File: src/sv/ifr_pkg.sv
// Shared constants and types for the ISP frame receiver.
package ifr_pkg;

    localparam int unsigned HdrBytes      = 5;
    localparam int unsigned FrameOverhead = 6;

    localparam int unsigned PosW  = 17;
    localparam int unsigned SizeW = 16;

    typedef logic [PosW-1:0]  t_pos;
    typedef logic [SizeW-1:0] t_size;
    typedef logic [7:0]       t_byte;

    typedef enum logic {
        KIND_BODY = 1'b0,
        KIND_END  = 1'b1
    } t_kind;

    localparam t_pos POS_START = t_pos'(0);
    localparam t_pos POS_SEQ   = t_pos'(1);
    localparam t_pos POS_SIZEH = t_pos'(2);
    localparam t_pos POS_SIZEL = t_pos'(3);
    localparam t_pos POS_BODY  = t_pos'(HdrBytes);

endpackage

File: src/sv/isp_frame_receiver_top.sv
// Top level of the ISP frame receiver: byte-stream deframer with XOR check.
//
//  channel | direction | handshake                 | payload
//  --------+-----------+---------------------------+-----------------------------------
//  in      | to block  | i_in_valid / o_in_ready   | i_rx_byte
//  out     | from block| o_out_valid / i_out_ready | o_kind, o_data, o_body_index,
//          |           |                           | o_seq_num, o_frame_ok, o_last
//
//  One byte a cycle sustained while results are taken: a beat lands in the input
//  register, is decoded against the frame state and updates it once the decode stage
//  advances, and any result sits in the output register until taken.
//  Path from input beat to result beat: input register, then result register.
//  Synchronous active-low reset clears the frame state and both valid flags.
//  A stalled result holds the decode stage only when that stage has a result of
//  its own; header bytes drain through regardless.
module isp_frame_receiver_top (
    input  logic                i_clk,
    input  logic                i_rst_n,
    input  logic                i_in_valid,
    output logic                o_in_ready,
    input  ifr_pkg::t_byte      i_rx_byte,
    output logic                o_out_valid,
    input  logic                i_out_ready,
    output logic                o_kind,
    output ifr_pkg::t_byte      o_data,
    output logic [15:0]         o_body_index,
    output ifr_pkg::t_byte      o_seq_num,
    output logic                o_frame_ok,
    output logic                o_last
);
    import ifr_pkg::*;

    // Input register
    logic  r_in_valid;
    t_byte r_in_byte;

    // Frame state
    t_pos  r_pos,  n_pos;
    t_size r_size, n_size;
    t_byte r_xor,  n_xor;
    t_byte r_seq,  n_seq;

    // Result register
    logic        r_out_valid;
    t_kind       r_kind,  n_kind;
    t_byte       r_data,  n_data;
    logic [15:0] r_index, n_index;
    t_byte       r_oseq,  n_oseq;
    logic        r_ok,    n_ok;

    logic  out_free;
    logic  has_result;
    logic  s1_move;
    logic  in_accept;
    t_pos  chk_pos;
    t_pos  body_off;

    assign out_free   = !r_out_valid || i_out_ready;
    // Position of the checksum byte: size plus the five header bytes.
    assign chk_pos    = t_pos'(r_size) + t_pos'(FrameOverhead - 1);
    assign has_result = (r_pos >= POS_BODY);
    // Advance the decode stage unless it holds a result that cannot be stored.
    assign s1_move    = r_in_valid && (!has_result || out_free);
    assign o_in_ready = !r_in_valid || s1_move;
    assign in_accept  = i_in_valid && o_in_ready;
    assign body_off   = r_pos - POS_BODY;

    // Decode one byte against the frame state.
    always_comb begin
        n_pos   = r_pos;
        n_size  = r_size;
        n_xor   = r_xor;
        n_seq   = r_seq;
        n_kind  = KIND_BODY;
        n_data  = '0;
        n_index = '0;
        n_oseq  = r_seq;
        n_ok    = 1'b0;
        priority if (r_pos < POS_BODY) begin
            // Header: restart the XOR on the start byte, capture fields.
            n_pos = r_pos + t_pos'(1);
            if (r_pos == POS_START) begin
                n_xor = r_in_byte;
            end else begin
                n_xor = r_xor ^ r_in_byte;
            end
            if (r_pos == POS_SEQ) begin
                n_seq = r_in_byte;
            end
            if (r_pos == POS_SIZEH) begin
                n_size = {r_in_byte, 8'h00};
            end
            if (r_pos == POS_SIZEL) begin
                n_size = {r_size[15:8], r_in_byte};
            end
        end else if (r_pos < chk_pos) begin
            // Body byte: pass it on with its index.
            n_pos   = r_pos + t_pos'(1);
            n_xor   = r_xor ^ r_in_byte;
            n_data  = r_in_byte;
            n_index = body_off[15:0];
        end else begin
            // Checksum byte: report and restart for the next frame.
            n_pos  = '0;
            n_xor  = '0;
            n_kind = KIND_END;
            n_ok   = (r_in_byte == r_xor);
        end
    end

    // Control state
    always_ff @(posedge i_clk) begin
        if (!i_rst_n) begin
            r_in_valid  <= 1'b0;
            r_out_valid <= 1'b0;
            r_pos       <= '0;
            r_size      <= '0;
            r_xor       <= '0;
            r_seq       <= '0;
        end else begin
            if (in_accept) begin
                r_in_valid <= 1'b1;
            end else if (s1_move) begin
                r_in_valid <= 1'b0;
            end
            if (s1_move) begin
                r_pos  <= n_pos;
                r_size <= n_size;
                r_xor  <= n_xor;
                r_seq  <= n_seq;
            end
            if (s1_move && has_result) begin
                r_out_valid <= 1'b1;
            end else if (i_out_ready) begin
                r_out_valid <= 1'b0;
            end
        end
    end

    // Payload registers
    always_ff @(posedge i_clk) begin
        if (in_accept) begin
            r_in_byte <= i_rx_byte;
        end
        if (s1_move && has_result) begin
            r_kind  <= n_kind;
            r_data  <= n_data;
            r_index <= n_index;
            r_oseq  <= n_oseq;
            r_ok    <= n_ok;
        end
    end

    assign o_out_valid  = r_out_valid;
    assign o_kind       = r_kind;
    assign o_data       = r_data;
    assign o_body_index = r_index;
    assign o_seq_num    = r_oseq;
    assign o_frame_ok   = r_ok;
    assign o_last       = (r_kind == KIND_END);

    // Position never runs past the checksum byte of the current frame.
    a_pos_bound: assert property (@(posedge i_clk) disable iff (!i_rst_n)
        (r_pos <= POS_BODY) || (r_pos <= chk_pos))
        else $error("frame position beyond checksum byte");

    // An end result clears data and index.
    a_end_clean: assert property (@(posedge i_clk) disable iff (!i_rst_n)
        (r_out_valid && r_kind == KIND_END) |-> (r_data == '0 && r_index == '0))
        else $error("end result carries body payload");

    // A body result never reports a good checksum.
    a_body_ok: assert property (@(posedge i_clk) disable iff (!i_rst_n)
        (r_out_valid && r_kind == KIND_BODY) |-> !r_ok)
        else $error("body result flags frame_ok");

    // Checksum byte restarts the frame.
    a_restart: assert property (@(posedge i_clk) disable iff (!i_rst_n)
        (s1_move && has_result && !(r_pos < chk_pos)) |=> (r_pos == '0 && r_xor == '0))
        else $error("frame state not restarted after checksum");

    // Header bytes never stall the decode stage.
    a_hdr_flow: assert property (@(posedge i_clk) disable iff (!i_rst_n)
        (r_in_valid && !has_result) |-> s1_move)
        else $error("header byte stalled");

endmodule

File: config.mk
export PLATFORM = sky130hd
export DESIGN_NAME = isp_frame_receiver_top
export DESIGN_NICKNAME = d
export VERILOG_FILES = /design/src/sv/ifr_pkg.sv /design/src/sv/isp_frame_receiver_top.sv
export SDC_FILE = /design/constraint.sdc
export NUM_CORES = 1
export LEC_CHECK = 0
export BUFFER_PORTS_ARGS = -buffer_cell sky130_fd_sc_hd__buf_4
export CAP_MARGIN = 20
export CORE_MARGIN = 3
export CORE_UTILIZATION = 50
export DETAILED_ROUTE_END_ITERATION = 6
export GPL_TIMING_DRIVEN = 0
export PLACE_DENSITY_LB_ADDON = 0.12
export SYNTH_ARGS = -nofsm -noshare
export SYNTH_HDL_FRONTEND = slang
export SYNTH_SLANG_ARGS = --single-unit
File: constraint.sdc
create_clock -name i_clk -period 2.81 [get_ports i_clk]
set_input_delay 0 -clock i_clk [delete_from_list [all_inputs] [get_ports i_clk]]
set_output_delay 0 -clock i_clk [all_outputs]
set_load 0.05 [all_outputs]
After elaboration in Yosys (flattened, before gate mapping):

Cells that the tools add are included.

* output and inout port bits: 37
* logic and storage cells: 56
* register bits after elaboration: 93

* multiplexer cells: 12
* equality and inequality tests: 4
* add/subtract/negate cells: 3
* bitwise gates (word level): 3
* reduce and logical (&&, ||, !) cells: 18
* order comparisons: 3

Operators with widths (count)
* $mux W8: 5
* $eq A17 B2 Y1 const B: 2
* $mux W17: 2
* $add A16 B3 Y17 const B: 1
* $add A17 B1 Y17 const B: 1
* $eq A17 B1 Y1 const B: 1
* $ge A17 B3 Y1 const B: 1
* $logic_not A17 Y1: 1
* $lt A17 B17 Y1: 1
* $lt A17 B3 Y1 const B: 1
* $sub A16 B3 Y16 const B: 1
* $eq A8 B8 Y1: 1
* $xor A8 B8 Y8: 1
* $reduce_and A3 Y1: 2
* $reduce_bool A2 Y1: 3
* $mux W1: 5
* $reduce_and A4 Y1: 1
* $reduce_or A2 Y1: 2
* $logic_and A1 B1 Y1: 3
* $logic_not A1 Y1: 3
* $logic_or A1 B1 Y1: 3
* $not A1 Y1: 2

Longest topological paths before layout:

* depth in word-level cells: 7
* gate-level depth with buffers: 13

Worst setup path after synthesis:

Ideal clock, no wire load.

* path type: register to register
* from: reg r_pos[0]
* to: reg r_index[0] (netlist: o_body_index[0]) (enable)
* slack: -0.294 ns
* data arrival time: 2.668 ns
* setup time: 0.437 ns
* stages on the path, launching flop included: 6
* data required time: 2.373 ns
* buffers on the path: 1
* period minus slack after synthesis: 3.104 ns
* cells stage by stage: dfxtp_1 clkbuf_1 o21ai_1 nand2_1 nor2_1 a21oi_1

* longest elaborated chain between the ends: 5

RTL lines
* start, declared: line isp_frame_receiver_top.sv:38 `t_pos r_pos, n_pos;`
* start signal, assigned: line isp_frame_receiver_top.sv:127 `r_pos <= n_pos;`
* $ge A17 B3 Y1 *: line isp_frame_receiver_top.sv:61 `assign has_result = (r_pos >= POS_BODY);`
* $logic_not A1 Y1: line isp_frame_receiver_top.sv:63 `assign s1_move = r_in_valid && (!has_result || out_free);`
* $logic_or A1 B1 Y1: line isp_frame_receiver_top.sv:63
* $logic_and A1 B1 Y1: line isp_frame_receiver_top.sv:63
* $logic_and A1 B1 Y1 *: line isp_frame_receiver_top.sv:145 `if (s1_move && has_result) begin`
* end signal, assigned: line isp_frame_receiver_top.sv:148 `r_index <= n_index;`
* end, declared: line isp_frame_receiver_top.sv:47 `logic [15:0] r_index, n_index;`

Mark *: on every way between the ends. The rest lies on a longest branch, timed or not.
A chain may end at the register's enable or synchronous reset.

Worst setup path after layout:

* from: reg r_size[3]
* to: reg r_xor[5]

* longest elaborated chain between the ends: 4

RTL lines
* start, declared: line isp_frame_receiver_top.sv:39 `t_size r_size, n_size;`
* start signal, assigned: line isp_frame_receiver_top.sv:128 `r_size <= n_size;`
* $add A16 B3 Y17: line isp_frame_receiver_top.sv:60 `assign chk_pos = t_pos'(r_size) + t_pos'(FrameOverhead - 1);`
* $lt A17 B17 Y1: line isp_frame_receiver_top.sv:96 `end else if (r_pos < chk_pos) begin`
* $mux W8: line isp_frame_receiver_top.sv:96
* $mux W8: line isp_frame_receiver_top.sv:79 `priority if (r_pos < POS_BODY) begin`
* end signal, assigned: line isp_frame_receiver_top.sv:129 `r_xor <= n_xor;`
* end, declared: line isp_frame_receiver_top.sv:40 `t_byte r_xor, n_xor;`

No other way between the ends.

==> results by group <==
Status
  • Status: complete, but fails checks
  • Failing checks: setup timing

Drt
  • Detailed-route DRC error count: 0
  • Mean number of vias per cell: around 5.5
  • DR pass1 iterations: 5
  • 1st-iter DRT viols: between 200 and 300
  • Number of vias in the routed layout: 3,933
  • Post-DRT Antenna Nets: 0
  • Final WL: 11,630 µm
  • Routed wire per std cell: approximately 16 µm

Clocking
  • CTS root buffer: clkbuf_8
  • CTS Buffer Depth: 2
  • CTS tree: yes
  • Num CTS Buffers: 9
  • Skew-Pair Late Insertion Delay: approximately 360 ps
  • Clock Sinks: between 90 and 100
  • Clock Pin Slew Worst Setup and Hold Paths: 100 ps
  • CTS H-tree lvls: 3

STA
  • Slew Viols, Final: 0
  • Unrepaired setup endpoints after global routing: yes
  • Final worst path period share: 107.5%
  • Setup tns final: -4747 ps
  • Worst-Margin Slew: ~900 ps
  • Skew final: roughly 11 ps
  • Final Hold Vio Count: 0
  • Slew headroom: 38.59%
  • Min Tclk post-route: between 3000 and 4000 ps
  • Max Freq: approximately 330 MHz
  • Final setup margin: -211.8 ps
  • Setup violators final: 50

Floorplanning
  • Row count: 35
  • Die width: around 100 µm
  • # IOs: 49
  • Chip height: between 100 and 150 µm
  • Core ar.: roughly 0.0093 mm²
  • Initial core utilization: 51.85%
  • DIE AREA: between 0.01 and 0.015 mm²

Placement
  • Dpl cells: approximately 660
  • Placer Congestion: 0.8470
  • Post-detail-place hpwl: 7798 µm
  • Port bufs: 47

Logic synthesis
  • Synthesized Nets: 518
  • Prevailing post-synth register cell: dfxtp_1
  • Synth top area share: a little over a quarter
  • Yosys cell types: 54
  • Number of flops mapped to enable cells by yosys: 42
  • Post-synthesis sequential area ratio: 47.41%
  • Flop and latch count out of synthesis: 93
  • Async S/R FF share, synth: 0%
  • Cells after synthesis: 484
  • Synth area leaders: edfxtp_1 26%, dfxtp_1 21%, ha_1 5.7%
  • Cell area after synthesis: 0.004813 mm²
  • Largest area contributor in the netlist: edfxtp_1
  • Synth Area per Inst: 9.945 µm²
  • Synth warn: 0

Power and ir drop
  • Worst VDD drop: 0.0003641 V
  • Pwr Density: around 450 mW/mm²
  • Pleak: about 2.3 nW
  • Tot Pwr: approximately 2.7 mW

Global routing
  • Antenna violations before repair: 0
  • Vias in the first global route: roughly 3,600
  • GRT Util Overall: 21.09%
  • Grt total ovfl: 0
  • First-pass GRT wire length: approximately 19,000 µm
  • Largest net degree at the start of global routing: 32

Worst setup path
  • Slowest CP cell: a221o_2
  • Max incr delay on CP: 470 ps
  • CP top delay family: simple AND/OR/NAND/NOR gates
  • CP Data Arrival Time: roughly 3300 ps
  • CP endpoint kind: flop
  • Critical path required time: 3090 ps
  • Worst-path cell chain: nand4_1, or3_4, nor2_4, xnor2_1, ha_1, nand4_1, nor3_2, a221o_2, nor3_4, o211ai_1, buf_4, o311ai_4
  • Worst setup SP type: flop
  • Crit-path max FO: 7
  • CP most frequent cell: nand4_1
  • CP bufs+invs: 1
  • Worst Setup Path Type: reg2reg

Hold path
  • Hold/Removal Path Class: in2reg

Cells and area
  • Nets: 612
  • Fin cells: about 710
  • Layout area overhead: 27.01%
  • Layout cell share with drive strength beyond 1: between 20% and 30%
  • Diode count: 0

Run
  • Max Cap Viol: 0
cell usage in the layout, fill, tap and decap left out, types with 3 or more instances in the layout:
cell type      count
nor2_1            50
a21oi_1           10
a22o_1             8
inv_1             14
nand3_1           36
clkbuf_1          18
and3_1            12
dlygate4sd3_1     10
nor2_4             3
nor4_4             3
buf_6              9
mux2i_1            8
nand4_1           10
o21a_1             3
o311ai_2           3
a21oi_2            3
nand2_1           24
xnor2_1           16
xor2_1            30
a31oi_1            8
o31ai_1            3
dfxtp_4            4
edfxtp_1          42
clkbuf_8           9
nor2_2             5
buf_4             74
o21ai_0           25
dfxtp_1           40
ha_1              21
nor3_1             4
nor4_1             3
nor3_2             4
or3_1              3
dfxtp_2            7
and2_1             9
report_power, final:
part	switching, mW	internal [mW]	leakage (nW)	total (mW)
logic	0.181	0.120	1.44	0.301
clock network	0.488	0.472	0.102	0.960
registers	0.0360	1.44	0.753	1.48
stage by stage:
stage	hold WS [ps]	cell area [µm²]	util, %	worst slack (ps)
after floorplan	98.87	4863	-	-8.178
after global placement	177.8	5378	57.92	-504.2
after detailed placement	179.5	5405	58.22	-552.4
after CTS	307.6	5967	64.27	-190.1
after global routing	344.4	6113	65.85	-346.3
final	340.5	6113	65.85	-211.8
worst min-delay path, delay by kind of cell:
kind                   cells  cell delay, ps
and+or+nand+nor            1              30
buffers and inverters      2             420
AOI/OAI and AO/OA          1             210
what timing repair did:
item                       in CTS  in global routing
buffers inserted               18                  6
hold buffers                   10                  0
pin swaps                      31                 13
hold endpoints to repair       10                  0
setup endpoints to repair      51                 59
gates cloned                    1                  0
gates resized for setup        31                 17
synth_stat cells, types with 10 or more instances:
master     n
inv_1     14
clkbuf_1  16
a21oi_1   14
dfxtp_1   51
ha_1      22
xor2_1    30
nand3_1   38
and3_1    12
nor2_1    58
edfxtp_1  42
xnor2_1   17
nand2_1   24
nand4_1   10
o21ai_0   26
metal layers:
| layer | global-route usage, % | routed length, µm | up-vias |
|---|---|---|---|
| met5 | 0 | 0 | - |
| met4 | 6.648 | 182 | 0 |
| met3 | 3.849 | 662 | 15 |
| met2 | 35.65 | 5622 | 134 |
| met1 | 27.47 | 5166 | 1862 |
| li1 | - | - | 1922 |
final cells by class:
cell class | instances | area, µm²
clock buffers | 12 | 156.4
plain buffers | 30 | 186.4
multi-input cells | 346 | 2516
repair buffers | 83 | 675.6
well taps | 129 | 161.4
flip-flops and latches | 93 | 2306
clock inverters | 4 | 55.05
fillers | 732 | 3171
inverters | 15 | 56.30
registers in the layout, indices dropped and copies added (netlist names):
register,flops
r_pos,17
o_body_index,16
r_size,16
n_oseq,8
o_data,8
o_seq_num,8
r_in_byte,8
r_xor,8
o_frame_ok,1
o_kind,1
o_out_valid,1
r_in_valid,1
final timing paths:
kind	startpoint	end	slack, ps	cells past startpoint
max reg2reg	r_size[3]	r_xor[5]	-210	12
min reg2reg	n_oseq[5]	o_seq_num[5]	430	0
max	r_size[3]	r_xor[5]	-210	12
min	i_rst_n	r_pos[13]	340	4
kinds of logic (layout without fill, tap and decap cells):
| family | after synthesis | count (layout) | synth area share, % |
|---|---|---|---|
| AND/OR/NAND/NOR | 184 | 184 | 19.94 |
| flip-flops | 93 | 93 | 47.41 |
| multiplexers | 8 | 8 | 1.664 |
| adder cells (fa/ha/maj) | 22 | 22 | 5.719 |
| AO/OA/AOI/OAI | 85 | 85 | 11.88 |
| buffers and inverters | 45 | 144 | 4.835 |
| XOR/XNOR | 47 | 47 | 8.552 |
(Power assumes the default switching activity.)
